`src/hw/rtl/swg_pkg.sv`:
```
// ----------------------------------------------------------------------------
// swg_pkg: shared definitions for the swipe gesture recogniser
// Event codes, heading codes, register indices, reset values and the result
// record passed from the step logic to the output register.
// ----------------------------------------------------------------------------
package swg_pkg;

  localparam int COORD_BITS_DEF = 12;
  localparam int TIME_BITS_DEF  = 32;

  localparam int OP_BITS      = 2;
  localparam int HEAD_BITS    = 4;
  localparam int CFG_IDX_BITS = 2;

  // Event kinds.
  localparam logic [OP_BITS-1:0] OP_PRESS   = 2'd0;
  localparam logic [OP_BITS-1:0] OP_RELEASE = 2'd1;
  localparam logic [OP_BITS-1:0] OP_MOVE    = 2'd2;
  localparam logic [OP_BITS-1:0] OP_UNUSED  = 2'd3;

  // Heading codes.
  localparam logic [HEAD_BITS-1:0] HEAD_NONE      = 4'd0;
  localparam logic [HEAD_BITS-1:0] HEAD_LEFT      = 4'd1;
  localparam logic [HEAD_BITS-1:0] HEAD_RIGHT     = 4'd2;
  localparam logic [HEAD_BITS-1:0] HEAD_UP        = 4'd3;
  localparam logic [HEAD_BITS-1:0] HEAD_DOWN      = 4'd4;
  localparam logic [HEAD_BITS-1:0] HEAD_UPLEFT    = 4'd5;
  localparam logic [HEAD_BITS-1:0] HEAD_UPRIGHT   = 4'd6;
  localparam logic [HEAD_BITS-1:0] HEAD_DOWNLEFT  = 4'd7;
  localparam logic [HEAD_BITS-1:0] HEAD_DOWNRIGHT = 4'd8;

  // Configuration register indices.
  localparam logic [CFG_IDX_BITS-1:0] REG_START_DIST   = 2'd0;
  localparam logic [CFG_IDX_BITS-1:0] REG_START_WINDOW = 2'd1;
  localparam logic [CFG_IDX_BITS-1:0] REG_FINISH_DIST  = 2'd2;
  localparam logic [CFG_IDX_BITS-1:0] REG_FINISH_WINDOW = 2'd3;

  // Register values after reset.
  localparam logic [31:0] START_DIST_RST    = 32'd9;
  localparam logic [31:0] START_WINDOW_RST  = 32'd100000;
  localparam logic [31:0] FINISH_DIST_RST   = 32'd70;
  localparam logic [31:0] FINISH_WINDOW_RST = 32'd150000;

  typedef struct packed {
    logic                 began;
    logic                 done;
    logic [HEAD_BITS-1:0] heading;
  } swg_result_t;

endpackage

```
`src/hw/rtl/swipe_gesture_recognizer.sv`:
```
// ----------------------------------------------------------------------------
// swipe_gesture_recognizer: eight-way swipe detection on pointer events
// Input register, single-pass gesture step, result register.
// ----------------------------------------------------------------------------
// The block takes one pointer event per clock cycle while the output is not
// stalled and returns exactly one result per event: the event waits in the
// input register, then the gesture step updates the held state and loads the
// result register in the same cycle. The rate is set by that single step; a
// stalled output holds the result register and, once the input register is
// also full, stops further input transfers.
// Configuration writes must only be made while no event is in flight.
module swipe_gesture_recognizer #(
  parameter int COORD_BITS = swg_pkg::COORD_BITS_DEF,
  parameter int TIME_BITS  = swg_pkg::TIME_BITS_DEF
) (
  input  logic                             clk,
  input  logic                             rst,
  input  logic                             cfg_we,
  input  logic [swg_pkg::CFG_IDX_BITS-1:0] cfg_index,
  input  logic [TIME_BITS-1:0]             cfg_data,
  input  logic                             in_valid,
  output logic                             in_ready,
  input  logic [swg_pkg::OP_BITS-1:0]      op,
  input  logic [COORD_BITS-1:0]            pos_x,
  input  logic [COORD_BITS-1:0]            pos_y,
  input  logic [TIME_BITS-1:0]             stamp_us,
  output logic                             out_valid,
  input  logic                             out_ready,
  output logic                             swipe_began,
  output logic                             swipe_done,
  output logic [swg_pkg::HEAD_BITS-1:0]    heading
);
  import swg_pkg::*;

  // Configuration registers.
  logic [COORD_BITS-1:0] start_distance;
  logic [TIME_BITS-1:0]  start_window_us;
  logic [COORD_BITS-1:0] finish_distance;
  logic [TIME_BITS-1:0]  finish_window_us;

  // Input register.
  logic                  in_full;
  logic [OP_BITS-1:0]    op_q;
  logic [COORD_BITS-1:0] pos_x_q;
  logic [COORD_BITS-1:0] pos_y_q;
  logic [TIME_BITS-1:0]  stamp_q;
  logic                  advance;

  // Gesture state.
  logic                  pressed;
  logic [COORD_BITS-1:0] anchor_x;
  logic [COORD_BITS-1:0] anchor_y;
  logic [TIME_BITS-1:0]  anchor_time;
  logic                  began_flag;
  logic                  done_flag;
  logic [TIME_BITS-1:0]  began_time;
  logic [HEAD_BITS-1:0]  held_heading;

  logic                  pressed_next;
  logic [COORD_BITS-1:0] anchor_x_next;
  logic [COORD_BITS-1:0] anchor_y_next;
  logic [TIME_BITS-1:0]  anchor_time_next;
  logic                  began_flag_next;
  logic                  done_flag_next;
  logic [TIME_BITS-1:0]  began_time_next;
  logic [HEAD_BITS-1:0]  held_heading_next;

  swg_result_t           step_result;
  swg_result_t           result_q;

  always_ff @(posedge clk) begin
    if (rst) begin
      start_distance   <= COORD_BITS'(START_DIST_RST);
      start_window_us  <= TIME_BITS'(START_WINDOW_RST);
      finish_distance  <= COORD_BITS'(FINISH_DIST_RST);
      finish_window_us <= TIME_BITS'(FINISH_WINDOW_RST);
    end else if (cfg_we) begin
      unique case (cfg_index)
        REG_START_DIST:    start_distance   <= cfg_data[COORD_BITS-1:0];
        REG_START_WINDOW:  start_window_us  <= cfg_data;
        REG_FINISH_DIST:   finish_distance  <= cfg_data[COORD_BITS-1:0];
        REG_FINISH_WINDOW: finish_window_us <= cfg_data;
        default: begin
        end
      endcase
    end
  end

  // The event in the input register moves on whenever the result register
  // is empty or is being emptied by a transfer in this cycle.
  assign advance  = in_full && (!out_valid || out_ready);
  assign in_ready = !in_full || advance;

  always_ff @(posedge clk) begin
    if (rst) begin
      in_full <= 1'b0;
    end else if (in_ready) begin
      in_full <= in_valid;
    end
  end

  always_ff @(posedge clk) begin
    if (in_valid && in_ready) begin
      op_q    <= op;
      pos_x_q <= pos_x;
      pos_y_q <= pos_y;
      stamp_q <= stamp_us;
    end
  end

  swg_step #(
    .COORD_BITS(COORD_BITS),
    .TIME_BITS (TIME_BITS)
  ) u_step (
    .op               (op_q),
    .pos_x            (pos_x_q),
    .pos_y            (pos_y_q),
    .stamp_us         (stamp_q),
    .start_distance   (start_distance),
    .start_window_us  (start_window_us),
    .finish_distance  (finish_distance),
    .finish_window_us (finish_window_us),
    .pressed          (pressed),
    .anchor_x         (anchor_x),
    .anchor_y         (anchor_y),
    .anchor_time      (anchor_time),
    .began_flag       (began_flag),
    .done_flag        (done_flag),
    .began_time       (began_time),
    .held_heading     (held_heading),
    .pressed_next     (pressed_next),
    .anchor_x_next    (anchor_x_next),
    .anchor_y_next    (anchor_y_next),
    .anchor_time_next (anchor_time_next),
    .began_flag_next  (began_flag_next),
    .done_flag_next   (done_flag_next),
    .began_time_next  (began_time_next),
    .held_heading_next(held_heading_next),
    .result           (step_result)
  );

  always_ff @(posedge clk) begin
    if (rst) begin
      pressed      <= 1'b0;
      anchor_x     <= '0;
      anchor_y     <= '0;
      anchor_time  <= '0;
      began_flag   <= 1'b0;
      done_flag    <= 1'b0;
      began_time   <= '0;
      held_heading <= HEAD_NONE;
    end else if (advance) begin
      pressed      <= pressed_next;
      anchor_x     <= anchor_x_next;
      anchor_y     <= anchor_y_next;
      anchor_time  <= anchor_time_next;
      began_flag   <= began_flag_next;
      done_flag    <= done_flag_next;
      began_time   <= began_time_next;
      held_heading <= held_heading_next;
    end
  end

  always_ff @(posedge clk) begin
    if (rst) begin
      out_valid <= 1'b0;
    end else if (advance) begin
      out_valid <= 1'b1;
    end else if (out_ready) begin
      out_valid <= 1'b0;
    end
  end

  always_ff @(posedge clk) begin
    if (advance) begin
      result_q <= step_result;
    end
  end

  assign swipe_began = result_q.began;
  assign swipe_done  = result_q.done;
  assign heading     = result_q.heading;

  // A completed swipe must have been started first.
  assert property (@(posedge clk) disable iff (rst) done_flag |-> began_flag)
    else $error("swipe completed without having started");

  // A heading is held only while a swipe is under way.
  assert property (@(posedge clk) disable iff (rst)
    !began_flag |-> (held_heading == HEAD_NONE))
    else $error("heading held with no swipe started");

  // Releasing the pointer always ends the gesture.
  assert property (@(posedge clk) disable iff (rst) !pressed |-> !began_flag)
    else $error("swipe in progress while the pointer is released");

  // A reported start always carries a direction.
  assert property (@(posedge clk) disable iff (rst)
    (out_valid && swipe_began) |-> (heading != HEAD_NONE))
    else $error("swipe start reported without a heading");

endmodule

```
`src/hw/rtl/swg_step.sv`:
```
// ----------------------------------------------------------------------------
// swg_step: next-state logic for one pointer event
// Takes the held gesture state and one event and works out the state after
// the event together with the result record for it.
// ----------------------------------------------------------------------------
module swg_step #(
  parameter int COORD_BITS = swg_pkg::COORD_BITS_DEF,
  parameter int TIME_BITS  = swg_pkg::TIME_BITS_DEF
) (
  input  logic [swg_pkg::OP_BITS-1:0]   op,
  input  logic [COORD_BITS-1:0]         pos_x,
  input  logic [COORD_BITS-1:0]         pos_y,
  input  logic [TIME_BITS-1:0]          stamp_us,
  input  logic [COORD_BITS-1:0]         start_distance,
  input  logic [TIME_BITS-1:0]          start_window_us,
  input  logic [COORD_BITS-1:0]         finish_distance,
  input  logic [TIME_BITS-1:0]          finish_window_us,
  input  logic                          pressed,
  input  logic [COORD_BITS-1:0]         anchor_x,
  input  logic [COORD_BITS-1:0]         anchor_y,
  input  logic [TIME_BITS-1:0]          anchor_time,
  input  logic                          began_flag,
  input  logic                          done_flag,
  input  logic [TIME_BITS-1:0]          began_time,
  input  logic [swg_pkg::HEAD_BITS-1:0] held_heading,
  output logic                          pressed_next,
  output logic [COORD_BITS-1:0]         anchor_x_next,
  output logic [COORD_BITS-1:0]         anchor_y_next,
  output logic [TIME_BITS-1:0]          anchor_time_next,
  output logic                          began_flag_next,
  output logic                          done_flag_next,
  output logic [TIME_BITS-1:0]          began_time_next,
  output logic [swg_pkg::HEAD_BITS-1:0] held_heading_next,
  output swg_pkg::swg_result_t          result
);
  import swg_pkg::*;

  logic [COORD_BITS-1:0] dx;
  logic [COORD_BITS-1:0] dy;
  logic                  on_x;
  logic                  on_y;
  logic                  fin_x;
  logic                  fin_y;
  logic                  go_right;
  logic                  go_down;
  logic [TIME_BITS-1:0]  start_elapsed;
  logic [TIME_BITS-1:0]  finish_elapsed;
  logic                  start_in_time;
  logic                  finish_late;
  logic [HEAD_BITS-1:0]  new_heading;

  assign go_right = anchor_x < pos_x;
  assign go_down  = anchor_y < pos_y;
  assign dx       = go_right ? pos_x - anchor_x : anchor_x - pos_x;
  assign dy       = go_down ? pos_y - anchor_y : anchor_y - pos_y;
  assign on_x     = dx >= start_distance;
  assign on_y     = dy >= start_distance;
  assign fin_x    = dx >= finish_distance;
  assign fin_y    = dy >= finish_distance;

  assign start_elapsed  = stamp_us - anchor_time;
  assign finish_elapsed = stamp_us - began_time;
  assign start_in_time  = start_elapsed < start_window_us;
  // A swipe begun on this very event is never late: only a swipe already held as begun is timed.
  assign finish_late    = began_flag && (finish_elapsed > finish_window_us);

  always_comb begin
    priority if (on_x && on_y) begin
      if (go_right) new_heading = go_down ? HEAD_DOWNRIGHT : HEAD_UPRIGHT;
      else          new_heading = go_down ? HEAD_DOWNLEFT : HEAD_UPLEFT;
    end else if (on_x) begin
      new_heading = go_right ? HEAD_RIGHT : HEAD_LEFT;
    end else if (on_y) begin
      new_heading = go_down ? HEAD_DOWN : HEAD_UP;
    end else begin
      new_heading = HEAD_NONE;
    end
  end

  always_comb begin
    logic began_now;
    logic go;
    pressed_next      = pressed;
    anchor_x_next     = anchor_x;
    anchor_y_next     = anchor_y;
    anchor_time_next  = anchor_time;
    began_flag_next   = began_flag;
    done_flag_next    = done_flag;
    began_time_next   = began_time;
    held_heading_next = held_heading;
    result.began      = 1'b0;
    result.done       = 1'b0;
    began_now         = 1'b0;
    go                = began_flag;
    unique case (op)
      OP_PRESS, OP_RELEASE: begin
        pressed_next      = (op == OP_PRESS);
        anchor_x_next     = (op == OP_PRESS) ? pos_x : '0;
        anchor_y_next     = (op == OP_PRESS) ? pos_y : '0;
        anchor_time_next  = stamp_us;
        began_flag_next   = 1'b0;
        done_flag_next    = 1'b0;
        began_time_next   = '0;
        held_heading_next = HEAD_NONE;
      end
      OP_MOVE: begin
        if (pressed && !done_flag) begin
          if (!began_flag && (on_x || on_y)) begin
            if (start_in_time) begin
              began_now         = 1'b1;
              began_flag_next   = 1'b1;
              began_time_next   = stamp_us;
              held_heading_next = new_heading;
            end else begin
              anchor_x_next    = pos_x;
              anchor_y_next    = pos_y;
              anchor_time_next = stamp_us;
            end
          end
          go = began_flag || began_now;
          result.began = began_now;
          if (go && (fin_x || fin_y)) begin
            if (finish_late) begin
              // Too slow: drop the gesture and restart from here.
              anchor_x_next     = pos_x;
              anchor_y_next     = pos_y;
              anchor_time_next  = stamp_us;
              began_time_next   = '0;
              began_flag_next   = 1'b0;
              done_flag_next    = 1'b0;
              held_heading_next = HEAD_NONE;
              result.began      = 1'b0;
            end else begin
              done_flag_next = 1'b1;
              result.done    = 1'b1;
            end
          end
        end
      end
      default: begin
      end
    endcase
    result.heading = held_heading_next;
  end

endmodule

```
`config.mk`:
```
export PLATFORM = sky130hd
export DESIGN_NAME = swipe_gesture_recognizer
export DESIGN_NICKNAME = d
export VERILOG_FILES = /design/src/hw/rtl/swg_pkg.sv /design/src/hw/rtl/swipe_gesture_recognizer.sv /design/src/hw/rtl/swg_step.sv
export SDC_FILE = /design/constraint.sdc
export NUM_CORES = 1
export LEC_CHECK = 0
export BUFFER_PORTS_ARGS = -buffer_cell sky130_fd_sc_hd__buf_2
export CORE_MARGIN = 2
export CORE_UTILIZATION = 35
export CTS_BUF_LIST = sky130_fd_sc_hd__clkbuf_4
export CTS_CLUSTER_SIZE = 20
export DETAILED_ROUTE_END_ITERATION = 12
export SYNTH_ARGS = -nofsm -noshare
export SYNTH_HDL_FRONTEND = slang
export SYNTH_SLANG_ARGS = --single-unit
```
`constraint.sdc`:
```
create_clock -name clk -period 4.69 [get_ports clk]
set_input_delay 0.938 -clock clk [delete_from_list [all_inputs] [get_ports clk]]
set_output_delay 0.938 -clock clk [all_outputs]
set_load 0.02 [all_outputs]
```
==> results.py <==
metrics = {
    "worst_setup_path": {
        "start_kind": "flip-flop",
        "r2r_slack_ps": -740,
        "r2r-end": "held_heading[2]$_SDFFE_PP0P_",
        "critPathSlowestCell": "edfxtp_1",
        "cpPeakStageDelay_ps": 410,
        "r2r_start": "stamp_q[0]$_DFFE_PP_",
        "cp.arrival_ps": 6170,
        "cp-end-kind": "flip-flop",
        "critPathKind": "reg -> reg",
        "path_max_fanout": 5,
        "reg2reg_depth": 29,
        "cp.required_ps": 5430,
        "cpMostUsedCell": "buf_4",
        "crit_end": "held_heading[2]$_SDFFE_PP0P_",
        "setup.worst_path.start": "stamp_q[0]$_DFFE_PP_",
    },
    "synth": {
        "seq_area_frac_synth": 0.3339,
        "avgSynthCellArea_um2": 8.441,
        "synth_cells": 1996,
        "synthesis.area_mm2": 0.01685,
        "synth_flop_cell": "dfxtp_1",
        "post-synth-top-area-cell": "dfxtp_1",
        "yosys_warnings": 0,
        "netlist_top_cells_area": "dfxtp_1 22%, ha_1 16%, edfxtp_1 11%",
        "syn_nets": 2320,
        "async_flop_share": 0,
        "ys_ff_latch": 249,
        "synth_edf_count": 64,
        "synth_top_area_frac": 0.2198,
        "ys_types": 81,
        "yosys-top-cells-count": "275 x nand2_1, 231 x inv_1, 221 x ha_1, 220 x a21oi_1, 185 x dfxtp_1",
        "yosysMostFrequentCell": "nand2_1",
    },
    "sta": {
        "rsz0062_at_grt": "true",
        "fin_crit_sh": 1.157,
        "setup_viol": 100,
        "layout_setup_ws_ps": -736.9,
        "skew_ps": 81.23,
        "tightest_slew_ps": 1231,
        "fin_crit_ps": 5427,
        "hold_violations": 0,
        "max_slew_margin": 0.1794,
        "report.final.slew_viol_count": 0,
        "fmax_mhz": 184.3,
        "setup_tns_ps": -64930,
    },
    "clock_tree": {
        "cts_tree": "yes",
        "ctsHoldBuffers": 0,
        "cts_max_level": 3,
        "cts-root-buf": "clkbuf_4",
        "cts_buffer_depth": 3,
        "insertion_delay_ps": 840,
        "cts_buffers": 77,
        "path_clk_slew_ps": 70,
        "cts.sinks": 249,
    },
    "drt": {
        "drtPass1Iterations": 5,
        "drc": 0,
        "via_per_inst": 5.022,
        "wl_mm": 50.97,
        "postRouteAntennaNets": 0,
        "wire_per_inst_um": 16.62,
        "vias": 15402,
        "drt-initial-drc-count": 858,
    },
    "global_route": {
        "antenna_found_initial": 5,
        "grt_use_total": 0.1951,
        "grt_start_max_net_pins": 125,
        "grt_pass1_wl_mm": 77.92,
        "grt_pass1_vias": 15390,
        "grt-ovfl-total": 0,
    },
    "placed_design": {
        "gp_congestion": 0.8782,
        "dp.cells": 2874,
        "dp_slack_ps": -1009,
        "port_buffers": 104,
        "hpwl_mm": 35.27,
    },
    "floorplanning": {
        "fp.dieArea_mm2": 0.04991,
        "chipHeight_um": 223.4,
        "start_util": 0.3536,
        "io_pins": 105,
        "fp-row-count": 80,
        "die_w_um": 223.4,
        "core_area_mm2": 0.04765,
    },
    "status": {
        "violations": "setup timing",
        "status": "finished with violations",
    },
    "cells_and_area": {
        "seq_area_mm2": 0.005625,
        "nFillCells": 4648,
        "utilization": 0.4637,
        "final_cells": 3067,
        "nets": 2708,
        "multi_input_area_mm2": 0.01079,
        "area_growth_pct": 31.12,
        "drive_above_1_share": 0.2656,
    },
    "worst_hold_path": {
        "hp-class": "in -> reg",
    },
    "pwr": {
        "vdd_drop_max_mv": 0.1991,
        "pwr-share-clk": 0.328,
        "netSwitchingPower_mw": 2.243,
        "p_sw_frac": 0.3298,
        "leakage_nw": 9.308,
        "p_per_area_mw_per_mm2": 307.8,
        "p_seq_frac": 0.348,
        "pwr-share-comb": 0.324,
        "p_int_mw": 4.557,
    },
    "run": {
        "cap_violations": 0,
    },
}
## cell type report
cell class,instances,share of cell area
clock buffer,115,0.03908
sequential,249,0.2546
tap,615,0.03483
inverter,231,0.03925
multi-input combinational,1441,0.4886
antenna,5,0.0005663
clock inverter,27,0.006513
timing repair buffer,384,0.1365
## worst min-delay path by stage
| stage | from | endpoint | slack (ps) | cells past startpoint |
|---|---|---|---|---|
| global placement | done_flag$_SDFFE_PP0P_ | done_flag$_SDFFE_PP0P_ | 440 | 2 |
| detailed placement | done_flag$_SDFFE_PP0P_ | done_flag$_SDFFE_PP0P_ | 440 | 2 |
| global route | stamp_us[27] | stamp_q[27]$_DFFE_PP_ | 220 | 1 |
| floorplan | done_flag$_SDFFE_PP0P_ | done_flag$_SDFFE_PP0P_ | 420 | 2 |
| CTS | stamp_us[3] | stamp_q[3]$_DFFE_PP_ | 210 | 1 |
| finish | stamp_us[3] | stamp_q[3]$_DFFE_PP_ | 290 | 1 |
## cell families (layout without fill, tap and decap cells)
logic type	count (synthesis)	count (layout)	share of synthesized area
AO/OA/AOI/OAI	540	540	0.1996
XOR/XNOR	77	77	0.04003
adder cells (fa/ha/maj)	227	227	0.1712
buffers and inverters	306	757	0.06988
flip-flops	249	249	0.3339
multiplexers	52	52	0.03156
other	0	5	0
AND/OR/NAND/NOR	545	545	0.1538
## flip-flops by register name, indices dropped and copies added (netlist names), 32 cells and up
register	cells
start_window_us	32
began_time	32
anchor_time	32
stamp_q	32
finish_window_us	32
## power groups by stage
| stage | sequential, mW | combinational, mW | clock [mW] |
|---|---|---|---|
| final | 2.37 | 2.21 | 2.23 |
| after global routing | 2.38 | 2.43 | 2.42 |
| after CTS | 2.37 | 2.08 | 2.31 |
| after detailed placement | 2.41 | 1.87 | 0 |
| after global placement | 2.41 | 1.83 | 0 |
| after floorplan | 2.40 | 1.18 | 0 |
## placed cells by master (no fill, tap or decap), types with 5 or more instances in the layout
| master | count |
|---|---|
| xor2_1 | 20 |
| nand2_1 | 272 |
| nand3b_1 | 10 |
| a21boi_0 | 5 |
| a211oi_1 | 7 |
| o21a_1 | 14 |
| o21ai_2 | 5 |
| o21ai_0 | 83 |
| nand2b_1 | 85 |
| o211ai_1 | 9 |
| nor2_1 | 55 |
| buf_2 | 103 |
| a211o_1 | 13 |
| a21oi_1 | 177 |
| edfxtp_1 | 64 |
| a31oi_1 | 11 |
| nand4_1 | 18 |
| and2_1 | 7 |
| a21oi_2 | 42 |
| and3_1 | 9 |
| clkinv_1 | 19 |
| inv_1 | 228 |
| a21o_1 | 65 |
| nor2b_1 | 23 |
| buf_4 | 247 |
| xnor2_1 | 55 |
| buf_6 | 11 |
| o21bai_1 | 19 |
| diode_2 | 5 |
| clkbuf_4 | 115 |
| clkbuf_16 | 7 |
| nor3_1 | 14 |
| mux2_2 | 5 |
| o21ai_1 | 15 |
| ha_1 | 215 |
| nand3_1 | 12 |
| dfxtp_1 | 185 |
| buf_12 | 12 |
| mux2i_1 | 44 |
## stage by stage
stage	power (mW)	cell area [um2]	hold WS (ps)
6_report	6.799	22090	286.1
5_1_grt	7.223	22090	224.3
4_1_cts	6.757	21470	211.5
3_5_place_dp	4.280	19810	437.8
3_3_place_gp	4.237	19810	438.5
2_1_floorplan	3.579	17010	423.3
## routing by layer
| metal | vias to the layer above | GRT usage | part of all wire |
|---|---|---|---|
| met5 | - | 0 | 0.00045 |
| met4 | 4 | 0.06387 | 0.026 |
| met3 | 91 | 0.04267 | 0.051 |
| met2 | 347 | 0.3350 | 0.48 |
| met1 | 7252 | 0.2423 | 0.45 |
| li1 | 7708 | - | - |
## critical path, delay by kind of cell (launching register included)
| family | cells | cell delay, ps |
|---|---|---|
| compound gates | 11 | 2380 |
| buf+inv | 14 | 1900 |
| fa+ha+maj | 2 | 430 |
| flops | 1 | 410 |
| simple gates | 1 | 170 |
| xor+xnor | 1 | 50 |
## what timing repair did
| action | in CTS | in global routing |
|---|---|---|
| gates resized for setup | 84 | 78 |
| setup endpoints to repair | 100 | 100 |
| pin swaps | 49 | 39 |
| setup buffers | 23 | 11 |
| cloned | 4 | 9 |
Note: power is estimated with default switching activity, not from simulation.
